===== src/hdl/hrp_pkg.sv =====
package hrp_pkg;

  localparam logic [7:0] CH_CR = 8'h0D;
  localparam logic [7:0] CH_LF = 8'h0A;
  localparam logic [7:0] CH_SP = 8'h20;
  localparam logic [7:0] CH_HT = 8'h09;

  // The three bytes before the final LF of a header end, oldest in the top byte.
  localparam logic [23:0] TAIL_CRLFCR = 24'h0D0A0D;

  localparam logic [10:0] HEADER_LIMIT_RESET = 11'd1024;
  localparam logic [3:0]  LEN_FIELD_CHARS = 4'd15;
  localparam int unsigned NUM_METHODS = 9;

  typedef enum logic [3:0] {
    M_GET     = 4'd0,
    M_HEAD    = 4'd1,
    M_POST    = 4'd2,
    M_PUT     = 4'd3,
    M_DELETE  = 4'd4,
    M_TRACE   = 4'd5,
    M_OPTIONS = 4'd6,
    M_CONNECT = 4'd7,
    M_PATCH   = 4'd8,
    M_NONE    = 4'd9
  } method_e;

  typedef enum logic [2:0] {
    ST_OK          = 3'd0,
    ST_TOO_LARGE   = 3'd1,
    ST_BAD_METHOD  = 3'd2,
    ST_BAD_URL     = 3'd3,
    ST_POST_NO_LEN = 3'd4
  } status_e;

  typedef struct packed {
    logic [7:0] data;
    logic       sor;
  } byte_word_t;

  typedef struct packed {
    status_e     status;
    method_e     method;
    logic [9:0]  url_offset;
    logic [9:0]  url_length;
    logic [10:0] header_length;
    logic [31:0] body_length;
    logic        length_present;
  } result_t;

  function automatic logic [2:0] method_len(input logic [3:0] k);
    logic [2:0] len;
    unique case (k)
      M_GET:     len = 3'd3;
      M_HEAD:    len = 3'd4;
      M_POST:    len = 3'd4;
      M_PUT:     len = 3'd3;
      M_DELETE:  len = 3'd6;
      M_TRACE:   len = 3'd5;
      M_OPTIONS: len = 3'd7;
      M_CONNECT: len = 3'd7;
      M_PATCH:   len = 3'd5;
      default:   len = 3'd0;
    endcase
    return len;
  endfunction

  // Character at position pos of a method name, first character at pos 0.
  function automatic logic [7:0] method_char(input logic [3:0] k, input logic [2:0] pos);
    logic [55:0] txt;
    logic [55:0] sh;
    unique case (k)
      M_GET:     txt = {"GET", 32'd0};
      M_HEAD:    txt = {"HEAD", 24'd0};
      M_POST:    txt = {"POST", 24'd0};
      M_PUT:     txt = {"PUT", 32'd0};
      M_DELETE:  txt = {"DELETE", 8'd0};
      M_TRACE:   txt = {"TRACE", 16'd0};
      M_OPTIONS: txt = "OPTIONS";
      M_CONNECT: txt = "CONNECT";
      M_PATCH:   txt = {"PATCH", 16'd0};
      default:   txt = '0;
    endcase
    sh = txt >> {3'd6 - pos, 3'b000};
    return sh[7:0];
  endfunction

  // Lower-case header name; position fifteen reads as zero.
  function automatic logic [7:0] name_char(input logic [3:0] pos);
    logic [127:0] txt;
    logic [127:0] sh;
    txt = {"content-length:", 8'd0};
    sh  = txt >> {4'd15 - pos, 3'b000};
    return sh[7:0];
  endfunction

  function automatic logic [7:0] to_lower(input logic [7:0] c);
    return (c >= 8'h41 && c <= 8'h5A) ? c + 8'd32 : c;
  endfunction

  function automatic logic is_digit(input logic [7:0] c);
    return c >= 8'h30 && c <= 8'h39;
  endfunction

endpackage


===== src/hdl/hrp_in_stage.sv =====
module hrp_in_stage (
  input  logic               clk_i,
  input  logic               rst_ni,
  input  logic               in_valid_i,
  output logic               in_ready_o,
  input  logic [7:0]         data_byte_i,
  input  logic               start_of_request_i,
  output logic               word_valid_o,
  output hrp_pkg::byte_word_t word_o,
  input  logic               word_take_i
);
  import hrp_pkg::*;

  logic       valid_q, valid_d;
  byte_word_t word_q;

  // A held word may leave in the same cycle that the next one arrives.
  assign in_ready_o = !valid_q || word_take_i;

  always_comb begin
    valid_d = valid_q;
    if (word_take_i) valid_d = 1'b0;
    if (in_valid_i && in_ready_o) valid_d = 1'b1;
  end

  always_ff @(posedge clk_i or negedge rst_ni) begin
    if (!rst_ni) begin
      valid_q <= 1'b0;
    end else begin
      valid_q <= valid_d;
    end
  end

  always_ff @(posedge clk_i) begin
    if (in_valid_i && in_ready_o) begin
      word_q.data <= data_byte_i;
      word_q.sor  <= start_of_request_i;
    end
  end

  assign word_valid_o = valid_q;
  assign word_o       = word_q;

endmodule


===== src/hdl/hrp_parser.sv =====
module hrp_parser #(
  parameter int unsigned MAX_HEADER_BYTES = 1024
) (
  input  logic                clk_i,
  input  logic                rst_ni,
  input  logic                cfg_we_i,
  input  logic [10:0]         cfg_wdata_i,
  input  hrp_pkg::byte_word_t word_i,
  input  logic                step_i,
  output logic                res_hit_o,
  output hrp_pkg::result_t    res_o
);
  import hrp_pkg::*;

  localparam int unsigned BW = $clog2(MAX_HEADER_BYTES + 1);
  localparam int unsigned CW = (BW > 11) ? BW : 11;

  typedef enum logic [1:0] {
    URL_BEFORE,
    URL_INSIDE,
    URL_DONE
  } url_phase_e;

  typedef enum logic [2:0] {
    LP_REQ_LINE,
    LP_NAME,
    LP_SPACE,
    LP_DIGITS,
    LP_SKIP
  } line_phase_e;

  logic [10:0]   limit_q;
  logic [BW-1:0] cnt_q, cnt_d;
  logic [23:0]   tail_q, tail_d;
  logic [8:0]    cand_q, cand_d;
  method_e       code_q, code_d;
  url_phase_e    uph_q, uph_d;
  logic [9:0]    ucnt_q, ucnt_d;
  line_phase_e   lph_q, lph_d;
  logic [3:0]    npos_q, npos_d;
  logic [31:0]   acc_q, acc_d;
  logic [31:0]   lval_q, lval_d;
  logic          lseen_q, lseen_d;
  logic          fin_q, fin_d;

  always_comb begin
    logic [7:0]    b;
    logic [BW-1:0] p;
    logic [CW-1:0] p_ext;
    logic [CW-1:0] cnt_ext;
    logic [CW-1:0] lim;
    logic [2:0]    p3;
    logic          picked;
    logic          hdr_end;
    logic [35:0]   acc10;

    b       = word_i.data;
    cnt_d   = cnt_q;
    tail_d  = tail_q;
    cand_d  = cand_q;
    code_d  = code_q;
    uph_d   = uph_q;
    ucnt_d  = ucnt_q;
    lph_d   = lph_q;
    npos_d  = npos_q;
    acc_d   = acc_q;
    lval_d  = lval_q;
    lseen_d = lseen_q;
    fin_d   = fin_q;

    res_hit_o            = 1'b0;
    res_o.status         = ST_OK;
    res_o.method         = M_NONE;
    res_o.url_offset     = '0;
    res_o.url_length     = '0;
    res_o.header_length  = '0;
    res_o.body_length    = '0;
    res_o.length_present = 1'b0;

    if (word_i.sor) begin
      cnt_d   = '0;
      tail_d  = '0;
      cand_d  = '1;
      code_d  = M_NONE;
      uph_d   = URL_BEFORE;
      ucnt_d  = '0;
      lph_d   = LP_REQ_LINE;
      npos_d  = '0;
      acc_d   = '0;
      lval_d  = '0;
      lseen_d = 1'b0;
      fin_d   = 1'b0;
    end

    p       = cnt_d;
    p_ext   = CW'(p);
    p3      = p[2:0];
    picked  = 1'b0;
    hdr_end = 1'b0;
    acc10   = '0;
    cnt_ext = '0;
    lim     = '0;

    if (!fin_d) begin
      cnt_d   = p + BW'(1);
      cnt_ext = CW'(cnt_d);

      // Method prefix match over the first seven bytes.
      if (p_ext < CW'(7)) begin
        for (int k = 0; k < NUM_METHODS; k++) begin
          if (p3 < method_len(4'(k)) && b != method_char(4'(k), p3)) cand_d[k] = 1'b0;
        end
        if (code_d == M_NONE) begin
          for (int k = 0; k < NUM_METHODS; k++) begin
            if (!picked && cand_d[k] && CW'(method_len(4'(k))) == p_ext + CW'(1)) begin
              code_d = method_e'(4'(k));
              picked = 1'b1;
            end
          end
        end
      end

      // URL tracking.
      if (code_d != M_NONE) begin
        if (uph_d == URL_BEFORE && p_ext == CW'(method_len(code_d)) + CW'(1)) begin
          uph_d = URL_INSIDE;
        end
        if (uph_d == URL_INSIDE) begin
          if (b == CH_CR || b == CH_LF || b == CH_SP || b == CH_HT) begin
            uph_d = URL_DONE;
          end else if (ucnt_d != 10'd1023) begin
            ucnt_d = ucnt_d + 10'd1;
          end
        end
      end

      // Header line tracking for the Content-Length field.
      acc10 = ({4'd0, acc_d} << 3) + ({4'd0, acc_d} << 1) + 36'(b - 8'h30);
      if (b == CH_LF && tail_d[7:0] == CH_CR && p_ext != '0) begin
        if (lph_d == LP_DIGITS) begin
          lval_d  = acc_d;
          lseen_d = 1'b1;
        end
        lph_d  = LP_NAME;
        npos_d = '0;
      end else begin
        case (lph_d)
          LP_NAME: begin
            if (to_lower(b) == name_char(npos_d)) begin
              npos_d = npos_d + 4'd1;
              if (npos_d >= LEN_FIELD_CHARS) lph_d = LP_SPACE;
            end else begin
              lph_d = LP_SKIP;
            end
          end
          LP_SPACE: begin
            if (is_digit(b)) begin
              acc_d = 32'(b - 8'h30);
              lph_d = LP_DIGITS;
            end else if (b != CH_SP && b != CH_HT) begin
              lph_d = LP_SKIP;
            end
          end
          LP_DIGITS: begin
            if (is_digit(b)) begin
              acc_d = (acc10[35:32] != '0) ? 32'hFFFF_FFFF : acc10[31:0];
            end else begin
              lval_d  = acc_d;
              lseen_d = 1'b1;
              lph_d   = LP_SKIP;
            end
          end
          default: ;
        endcase
      end

      hdr_end = (tail_d == TAIL_CRLFCR) && b == CH_LF;
      tail_d  = {tail_d[15:0], b};

      lim = (CW'(limit_q) < CW'(MAX_HEADER_BYTES)) ? CW'(limit_q) : CW'(MAX_HEADER_BYTES);

      if (hdr_end) begin
        fin_d     = 1'b1;
        res_hit_o = 1'b1;
        if (code_d == M_NONE) begin
          res_o.status = ST_BAD_METHOD;
        end else if (uph_d != URL_DONE) begin
          res_o.status = ST_BAD_URL;
          res_o.method = code_d;
        end else begin
          res_o.method        = code_d;
          res_o.url_offset    = 10'(method_len(code_d)) + 10'd1;
          res_o.url_length    = ucnt_d;
          res_o.header_length = cnt_ext[10:0];
          if (code_d == M_POST && !lseen_d) begin
            res_o.status = ST_POST_NO_LEN;
          end else begin
            res_o.body_length    = lseen_d ? lval_d : '0;
            res_o.length_present = lseen_d;
          end
        end
      end else if (cnt_ext >= lim) begin
        fin_d        = 1'b1;
        res_hit_o    = 1'b1;
        res_o.status = ST_TOO_LARGE;
      end
    end
  end

  always_ff @(posedge clk_i or negedge rst_ni) begin
    if (!rst_ni) begin
      limit_q <= HEADER_LIMIT_RESET;
      cnt_q   <= '0;
      tail_q  <= '0;
      cand_q  <= '1;
      code_q  <= M_NONE;
      uph_q   <= URL_BEFORE;
      ucnt_q  <= '0;
      lph_q   <= LP_REQ_LINE;
      npos_q  <= '0;
      acc_q   <= '0;
      lval_q  <= '0;
      lseen_q <= 1'b0;
      fin_q   <= 1'b0;
    end else begin
      if (cfg_we_i) limit_q <= cfg_wdata_i;
      if (step_i) begin
        cnt_q   <= cnt_d;
        tail_q  <= tail_d;
        cand_q  <= cand_d;
        code_q  <= code_d;
        uph_q   <= uph_d;
        ucnt_q  <= ucnt_d;
        lph_q   <= lph_d;
        npos_q  <= npos_d;
        acc_q   <= acc_d;
        lval_q  <= lval_d;
        lseen_q <= lseen_d;
        fin_q   <= fin_d;
      end
    end
  end

endmodule


===== src/hdl/hrp_out_stage.sv =====
module hrp_out_stage (
  input  logic             clk_i,
  input  logic             rst_ni,
  input  logic             load_i,
  input  hrp_pkg::result_t res_i,
  output logic             free_o,
  output logic             out_valid_o,
  input  logic             out_ready_i,
  output hrp_pkg::result_t res_o
);
  import hrp_pkg::*;

  logic    valid_q, valid_d;
  result_t res_q;

  assign free_o = !valid_q || out_ready_i;

  always_comb begin
    valid_d = valid_q;
    if (valid_q && out_ready_i) valid_d = 1'b0;
    if (load_i) valid_d = 1'b1;
  end

  always_ff @(posedge clk_i or negedge rst_ni) begin
    if (!rst_ni) begin
      valid_q <= 1'b0;
    end else begin
      valid_q <= valid_d;
    end
  end

  always_ff @(posedge clk_i) begin
    if (load_i) res_q <= res_i;
  end

  assign out_valid_o = valid_q;
  assign res_o       = res_q;

endmodule


===== src/hdl/http_request_header_parser_core.sv =====
// An accepted word waits in the input register; any result it yields is registered in the result register.
// Throughput: one word per cycle. While a result waits to be collected, one more word is
// taken and held, and the input then stalls until the result leaves.
// The per-word state update is a single short pass between the input and result registers.
// Reset (rst_ni low, asynchronous) empties both registers, clears the per-request state
// and sets header_limit to 1024.
module http_request_header_parser_core #(
  parameter int unsigned MAX_HEADER_BYTES = 1024
) (
  input  logic        clk_i,
  input  logic        rst_ni,
  input  logic        in_valid_i,
  output logic        in_ready_o,
  input  logic [7:0]  data_byte_i,
  input  logic        start_of_request_i,
  input  logic        cfg_we_i,
  input  logic [10:0] cfg_wdata_i,
  output logic        out_valid_o,
  input  logic        out_ready_i,
  output logic [2:0]  status_o,
  output logic [3:0]  method_o,
  output logic [9:0]  url_offset_o,
  output logic [9:0]  url_length_o,
  output logic [10:0] header_length_o,
  output logic [31:0] body_length_o,
  output logic        length_present_o
);
  import hrp_pkg::*;

  byte_word_t word;
  logic       word_valid;
  logic       out_free;
  logic       step;
  logic       res_hit;
  result_t    res_next;
  result_t    res_out;

  // The held word moves through the parser whenever the result register can take
  // what it might produce. Words that produce no result still wait for that slot,
  // so a stalled result holds up the input as well.
  assign step = word_valid && out_free;

  hrp_in_stage u_in (
    .clk_i             (clk_i),
    .rst_ni            (rst_ni),
    .in_valid_i        (in_valid_i),
    .in_ready_o        (in_ready_o),
    .data_byte_i       (data_byte_i),
    .start_of_request_i(start_of_request_i),
    .word_valid_o      (word_valid),
    .word_o            (word),
    .word_take_i       (step)
  );

  // The parser holds all per-request state and the header_limit register. It works out
  // the next state and any result from the held word in one pass; the state is only
  // committed when the word steps.
  hrp_parser #(
    .MAX_HEADER_BYTES(MAX_HEADER_BYTES)
  ) u_parser (
    .clk_i      (clk_i),
    .rst_ni     (rst_ni),
    .cfg_we_i   (cfg_we_i),
    .cfg_wdata_i(cfg_wdata_i),
    .word_i     (word),
    .step_i     (step),
    .res_hit_o  (res_hit),
    .res_o      (res_next)
  );

  hrp_out_stage u_out (
    .clk_i      (clk_i),
    .rst_ni     (rst_ni),
    .load_i     (step && res_hit),
    .res_i      (res_next),
    .free_o     (out_free),
    .out_valid_o(out_valid_o),
    .out_ready_i(out_ready_i),
    .res_o      (res_out)
  );

  assign status_o         = res_out.status;
  assign method_o         = res_out.method;
  assign url_offset_o     = res_out.url_offset;
  assign url_length_o     = res_out.url_length;
  assign header_length_o  = res_out.header_length;
  assign body_length_o    = res_out.body_length;
  assign length_present_o = res_out.length_present;

endmodule


===== config.mk =====
export PLATFORM = sky130hd
export DESIGN_NAME = http_request_header_parser_core
export DESIGN_NICKNAME = d
export VERILOG_FILES = /design/src/hdl/hrp_pkg.sv /design/src/hdl/hrp_in_stage.sv /design/src/hdl/hrp_parser.sv /design/src/hdl/hrp_out_stage.sv /design/src/hdl/http_request_header_parser_core.sv
export SDC_FILE = /design/constraint.sdc
export NUM_CORES = 1
export LEC_CHECK = 0
export ABC_AREA = 1
export BUFFER_PORTS_ARGS = -buffer_cell sky130_fd_sc_hd__buf_4
export CORE_MARGIN = 5
export CORE_UTILIZATION = 45
export CTS_CLUSTER_DIAMETER = 50
export DETAILED_ROUTE_END_ITERATION = 6
export HOLD_SLACK_MARGIN = 0.12
export PLACE_DENSITY = 0.63
export RECOVER_POWER = 50
export REMOVE_ABC_BUFFERS = 1
export SLEW_MARGIN = 20
export SYNTH_ARGS = -nofsm -noshare
export SYNTH_HDL_FRONTEND = slang
export SYNTH_SLANG_ARGS = --single-unit

===== constraint.sdc =====
create_clock -name clk_i -period 16.3 [get_ports clk_i]
set_input_delay 1.63 -clock clk_i [delete_from_list [all_inputs] [get_ports clk_i]]
set_output_delay 1.63 -clock clk_i [all_outputs]
set_load 0.005 [all_outputs]

Word level (Yosys, flattened, before mapping)
Memory sizes are Yosys's and may differ from the RTL's.
Cells that the tools add are included.
Widths: inputs -> output; s select.

word-level totals
  register bits after elaboration = 226
  ROM bits = 96
  input port bits = 25
  word-level logic and storage cells = 354
  memories kept = 2

operators by class
  $add $sub $neg = 12
  magnitude comparators = 13
  eq/ne operators = 34
  shift-type cells = 10
  multiplexer cells = 194
  bitwise logic cells = 2
  reductions and logical operators = 63

memory list
  name              depth  bits a word  read ports  clocked after Yosys merged registers in  write ports  line           source
  (name not given)  16     3            1           0                                        0            hrp_pkg.sv:53  unique case (k)
  (name not given)  16     3            1           0                                        0            hrp_pkg.sv:53

operators by type and width
  operator               count
  $mux 56                18
  $shr 56x6->8           9
  $mux 32                12
  $shr 127x7->8 const A  1
  $mux 3                 42
  $mux 1                 76
  $mux 4                 19
  $ne 8x8->1             9
  $pmux 32 s2            1
  $mux 10                6
  $eq 3x11->1            5
  $mux 24                2
  $logic_and 1x1->1      38
  $add 35x33->36         1
  $add 36x36->36         1
  $mux 11                3
  $eq 8x4->1 const B     4
  $mux 9                 3
  $eq 24x20->1 const B   1
  $mux 2                 9
  $sub 8x6->9 const B    2
  $lt 3x3->1             5
  $add 11x1->11 const B  1
  $eq 11x11->1           1
  40 further kinds       59

Logic depth before layout (Yosys ltp)
  depth after elaboration = 90
  mapped depth = 47
  gate-level depth less buffers = 44

By module
From an unflattened synthesis, not the netlist that was laid out.

second synthesis, totals
  cell total of the unflattened synthesis = 2089
  area, all modules = 16179.3 um^2

modules (own cells, without submodules)
  module                           instances  cells each  area an instance (um^2)
  hrp_parser                       1          1994        13669.4
  hrp_out_stage                    1          76          2177.1
  hrp_in_stage                     1          15          315.3
  http_request_header_parser_core  1          4           17.5

Worst setup path before layout
OpenSTA, ideal clock, no wires.

  path kind = register to register
  from = reg u_in.word_q, in the netlist u_in.word_o[0]
  to = reg u_out.res_q, in the netlist u_out.res_o[0], enable pin
  library setup time = 0.488 ns
  arrival time = 5.408 ns
  path slack = 10.404 ns
  stages on the path, launching flop included = 18
  path through = edfxtp_1 -> buf_6 -> inv_6 -> buf_2 -> nand2_2 -> inv_1 -> ha_1 -> nand2_1 -> nor2_4 -> nand2_1 -> o21ai_1 -> nand2_2 -> ha_1 -> nand4_1 -> o41ai_1 -> a311o_1 -> nand2_1 -> nor2_1

on the way
  longest elaborated chain between the ends = 7

RTL lines
  element                 line                                   source
  start, declared         hrp_in_stage.sv:15                     byte_word_t word_q;
  $mux 11                 hrp_parser.sv:80                       if (word_i.sor) begin
  $add 11x1->11           hrp_parser.sv:105                      cnt_d = p + BW'(1);
  $ge 11x11->1            hrp_parser.sv:202                      end else if (cnt_ext >= lim) begin
  $mux 1                  hrp_parser.sv:202
  $mux 1                  hrp_parser.sv:182                      if (hdr_end) begin
  $mux 1 (*)              hrp_parser.sv:104                      if (!fin_d) begin
  $logic_and 1x1->1 (*)   http_request_header_parser_core.sv:74  .load_i (step && res_hit),
  named net u_out.load_i  hrp_out_stage.sv:4                     input logic load_i,
  end signal, assigned    hrp_out_stage.sv:33                    if (load_i) res_q <= res_i;
  end, declared           hrp_out_stage.sv:14                    result_t res_q;

Mark *: on every way through the listed nets, which the timed path passes. The rest lies on a longest branch.
A chain may end at the register's enable or synchronous reset.

Worst setup path after layout
  from = reg u_in.word_q, in the netlist u_in.word_o[0]
  to = reg u_out.res_q, in the netlist u_out.res_o[21] (data pin)

on the way
  longest elaborated chain between the ends = 84

RTL lines
  element                                      line                                  source
  $mux 11                                      hrp_parser.sv:80
  $sub 3x3->3                                  hrp_pkg.sv:84                         sh = txt >> {3'd6 - pos, 3'b000};
  $shr 56x6->8                                 hrp_pkg.sv:84
  $ne 8x8->1                                   hrp_parser.sv:111                     if (p3 < method_len(4'(k)) && b != method_char(4'(k), p3)) cand_d[k] = 1'b0;
  $logic_and 1x1->1                            hrp_parser.sv:111
  $mux 1                                       hrp_parser.sv:111
  $mux 1                                       hrp_parser.sv:109                     if (p_ext < CW'(7)) begin
  $mux 1                                       hrp_parser.sv:104
  (+68 left out)                               -
  $mux 2                                       hrp_parser.sv:124                     if (code_d != M_NONE) begin
  $mux 2                                       hrp_parser.sv:104
  $eq 2x1->1 / $mux 2 (equally long branches)  hrp_parser.sv:128, hrp_parser.sv:129
  $mux 2                                       hrp_parser.sv:128                     if (uph_d == URL_INSIDE) begin
  $mux 2                                       hrp_parser.sv:124
  $mux 2                                       hrp_parser.sv:104
  $ne 2x2->1                                   hrp_parser.sv:187                     end else if (uph_d != URL_DONE) begin
  $reduce_or 6->1 (no line)                    -

Several ways; a longest one is shown, not always the timed one. The select of a mux whose other input is x is not followed.

==> flow_summary_export.csv <==
group,metric,value,unit
global_route,grt_max_degree,89,
synthesis,yosysUniqueCellTypes,62,
placement,gp_congestion,0.918,
synthesis,post-synth-top-count-cell,"nand2_1",
cells_and_area,layout-drive-gt1-share,10.8,%
synthesis,yosys_most_used_dff,"dfrtp_1",
timing,rsz0062_at_grt,"no",
detailed_routing,drt-wirelength-per-cell,17.9,um
clock_tree,cts-resized-gates,0,
cells_and_area,seq_area,0.00589,mm^2
synthesis,yosys-top-cells-count,"381 x nand2_1, 260 x inv_1, 178 x o21ai_0",
timing,skew,0.0208,ns
power_and_ir_drop,cellPowerDensity,153,mW/mm^2
worst_setup_path,path_max_fanout,76,
cells_and_area,area_growth,12.4,%
power_and_ir_drop,ir_worst_vdd,71.3,uV
detailed_routing,drc,0,
clock_tree,cts_root_buffer,"clkbuf_16",
run_status,outcome,"complete, but fails checks",
synthesis,syn-mean-instance-area,7.69,um^2
global_route,top_usage_layer,"met1",
worst_setup_path,worstPathArrival,8.51,ns
timing,min_period,8.14,ns
floorplanning,die_x,198,um
synthesis,netlist_area,0.0158,mm^2
detailed_routing,final_antenna_net_count,0,
clock_tree,path_clk_slew,0.06,ns
worst_setup_path,critical-path-top-delay-family,"simple AND/OR/NAND/NOR gates",
floorplanning,die_area,0.0390,mm^2
cells_and_area,final_area,0.0178,mm^2
run_status,violations,"max-capacitance violations, max-slew violations",
cells_and_area,multi_input_area,0.00852,mm^2
synthesis,yosysTopAreaCell,"dfrtp_1",
detailed_routing,drt-total-wl,46300,um
worst_setup_path,crit_required,16.67,ns
synthesis,synth.area.top_cells,"dfrtp_1 21%, edfxtp_1 14%, nand2_1 9.0%, inv_1 6.2%, ha_1 5.8%",
worst_setup_path,path_class,"flop to flop",
timing,finalMaxSlewViolations,186,
global_route,grt_pass1_wl,74000,um
clock_tree,cts_hold_buf,0,
timing,worst_slew_pin_slew,4.52,ns
timing,hold_violations,0,
clock_tree,clock_path_buffers,3,
timing,slew_headroom,-201,%
clock_tree,cts.sinks,220,
placement,io_buffers,91,
detailed_routing,dr.pass1.iters,5,
timing,max_freq,123,MHz
worst_setup_path,path_buf_inv,5,
cells_and_area,fin_util,51.4,%
timing,fin_crit_sh,50.0,%
global_route,grt_pass1_vias,13300,
detailed_routing,via_per_inst,5.54,
global_route,met3_usage,4.21,%
global_route,track_usage,23.3,%
cells_and_area,fillers,3350,
worst_setup_path,max_stage_delay,0.74,ns
worst_setup_path,critPathLaunchType,"flop",
floorplanning,fp.dieH,198,um
worst_setup_path,cp_common_cell,"nand2_1",
timing,tns,0,ns
floorplanning,num_rows,68,
clock_tree,cts_setup_buffers,0,
synthesis,ys_seq_elements,220,
clock_tree,clk_latency,0.58,ns
global_route,use_met2,34.2,%
synthesis,ys.warnings.count,0,
power_and_ir_drop,leakagePower,8.02,nW
clock_tree,htree_num_levels,1,
clock_tree,cts_made_buffers,31,
floorplanning,core_area,0.0346,mm^2
synthesis,syn_inst,2059,
synthesis,yosys.area.top_type_share,21.2,%
cells_and_area,finalNetCount,2234,
detailed_routing,dr.first_iter.drc_count,1266,
global_route,grt-ovfl-total,0,
synthesis,ys_seq_area_share,37.2,%
placement,hpwl,33000,um
global_route,met1_usage,36.5,%
timing,setup_viol,0,
global_route,grt_antenna_before_repair,1,
hold_path,hp-class,"flop to flop",
worst_setup_path,end_kind,"flop",
worst_setup_path,cp_slowest_cell,"nand4_4",
cells_and_area,diodes,0,
detailed_routing,vias,14300,
clock_tree,cts_tree,"built",
floorplanning,start_util,45.7,%
floorplanning,pin_count,98,
synthesis,ys_async_sr_fraction,66.4,%
placement,placed_cell_area,0.0168,mm^2
flow_run,maxCapViolations,3,
synthesis,synth_edf_count,74,
==> state kept, by name (all words and copies together), names as in the netlist <==
signal             flops
u_out.res_o           65
u_parser.cnt_q        11
u_in.word_valid_o      1
u_out.out_valid_o      1
u_parser.lph_q         3
u_parser.npos_q        4
u_parser.uph_q         2
u_in.word_o            9
u_parser.acc_q        32
u_parser.fin_q         1
u_parser.lseen_q       1
u_parser.tail_q       24
u_parser.lval_q       32
u_parser.cand_q        9
u_parser.ucnt_q       10
u_parser.code_q        4
u_parser.limit_q      11
==> final cells by class <==
cell class | count | area share, %
multi-input combinational | 1472 | 47.9
sequential | 220 | 33.1
inverter | 273 | 5.78
clock buffer | 35 | 4.50
timing repair buffer | 106 | 4.11
tap | 455 | 3.20
clock inverter | 23 | 1.45
==> worst min-delay path: stages, from the launching register on <==
cell and delay (ns):
dfrtp_1 0.34, nand2_1 0.06, nand2_1 0.05
==> per-stage QoR <==
step	total power, mW	instances	worst slack [ns]	hold WS [ns]
2_1_floorplan	1.68	1965	8.62	0.449
3_3_place_gp	2.02	2526	8.63	0.463
3_5_place_dp	2.04	2526	8.28	0.465
4_1_cts	2.74	2584	8.25	0.481
5_1_grt	2.94	2584	6.76	0.502
6_report	2.73	2584	8.16	0.481
==> cells in the final DEF, fill, tap and decap left out, types with 9 or more instances in the layout <==
| cell type | n |
|---|---|
| o211ai_1 | 27 |
| o31ai_1 | 11 |
| nor2_1 | 166 |
| mux2_2 | 9 |
| a22oi_1 | 29 |
| clkbuf_4 | 64 |
| o22ai_1 | 16 |
| nor4_1 | 9 |
| clkbuf_1 | 20 |
| nor2_2 | 18 |
| dfrtp_1 | 134 |
| a21oi_1 | 136 |
| xor2_1 | 44 |
| nor3_1 | 61 |
| clkbuf_16 | 31 |
| ha_1 | 74 |
| o21ai_0 | 177 |
| nand4_1 | 26 |
| nand3_1 | 155 |
| edfxtp_1 | 74 |
| nand2_1 | 380 |
| buf_4 | 25 |
| dfstp_2 | 12 |
| fa_1 | 31 |
| nand2_2 | 10 |
| inv_1 | 260 |
==> kinds of logic after synthesis <==
group	Yosys count	synth area share [%]
AO/OA/AOI/OAI	441	16.0
XOR/XNOR	51	2.82
adder cells (fa/ha/maj)	105	9.77
buffers and inverters	372	9.31
flip-flops	220	37.2
multiplexers	9	0.640
other	1	0.0237
AND/OR/NAND/NOR	860	24.3
==> path summary, 6_finish.rpt <==
path,cells after the start,endpoint,from,slack [ns]
max in group asynchronous,2,u_parser.tail_q[6],rst_ni,8.28
min in group asynchronous,1,u_parser.acc_q[23],rst_ni,2.66
worst max-delay path,40,u_out.res_o[21],u_in.word_o[0],8.16
worst min register to register,2,u_parser.acc_q[3],u_parser.acc_q[3],0.48
worst min-delay path,2,u_parser.acc_q[3],u_parser.acc_q[3],0.48
worst max register to register,40,u_out.res_o[21],u_in.word_o[0],8.16
==> layer usage <==
layer  routed length, um  vias to the layer above
met5                   0                        -
met4                 643                        0
met3                3660                       56
met2               19500                      492
met1               22500                     6784
li1                    -                     6990
==> power by group <==
| group | internal (mW) | switching [mW] | total, mW | leakage [nW] |
|---|---|---|---|---|
| clock | 0.398 | 0.288 | 0.686 | 0.504 |
| sequential | 0.731 | 0.0874 | 0.818 | 2.48 |
| combinational | 0.400 | 0.828 | 1.23 | 5.03 |
(Power assumes the default switching activity.)
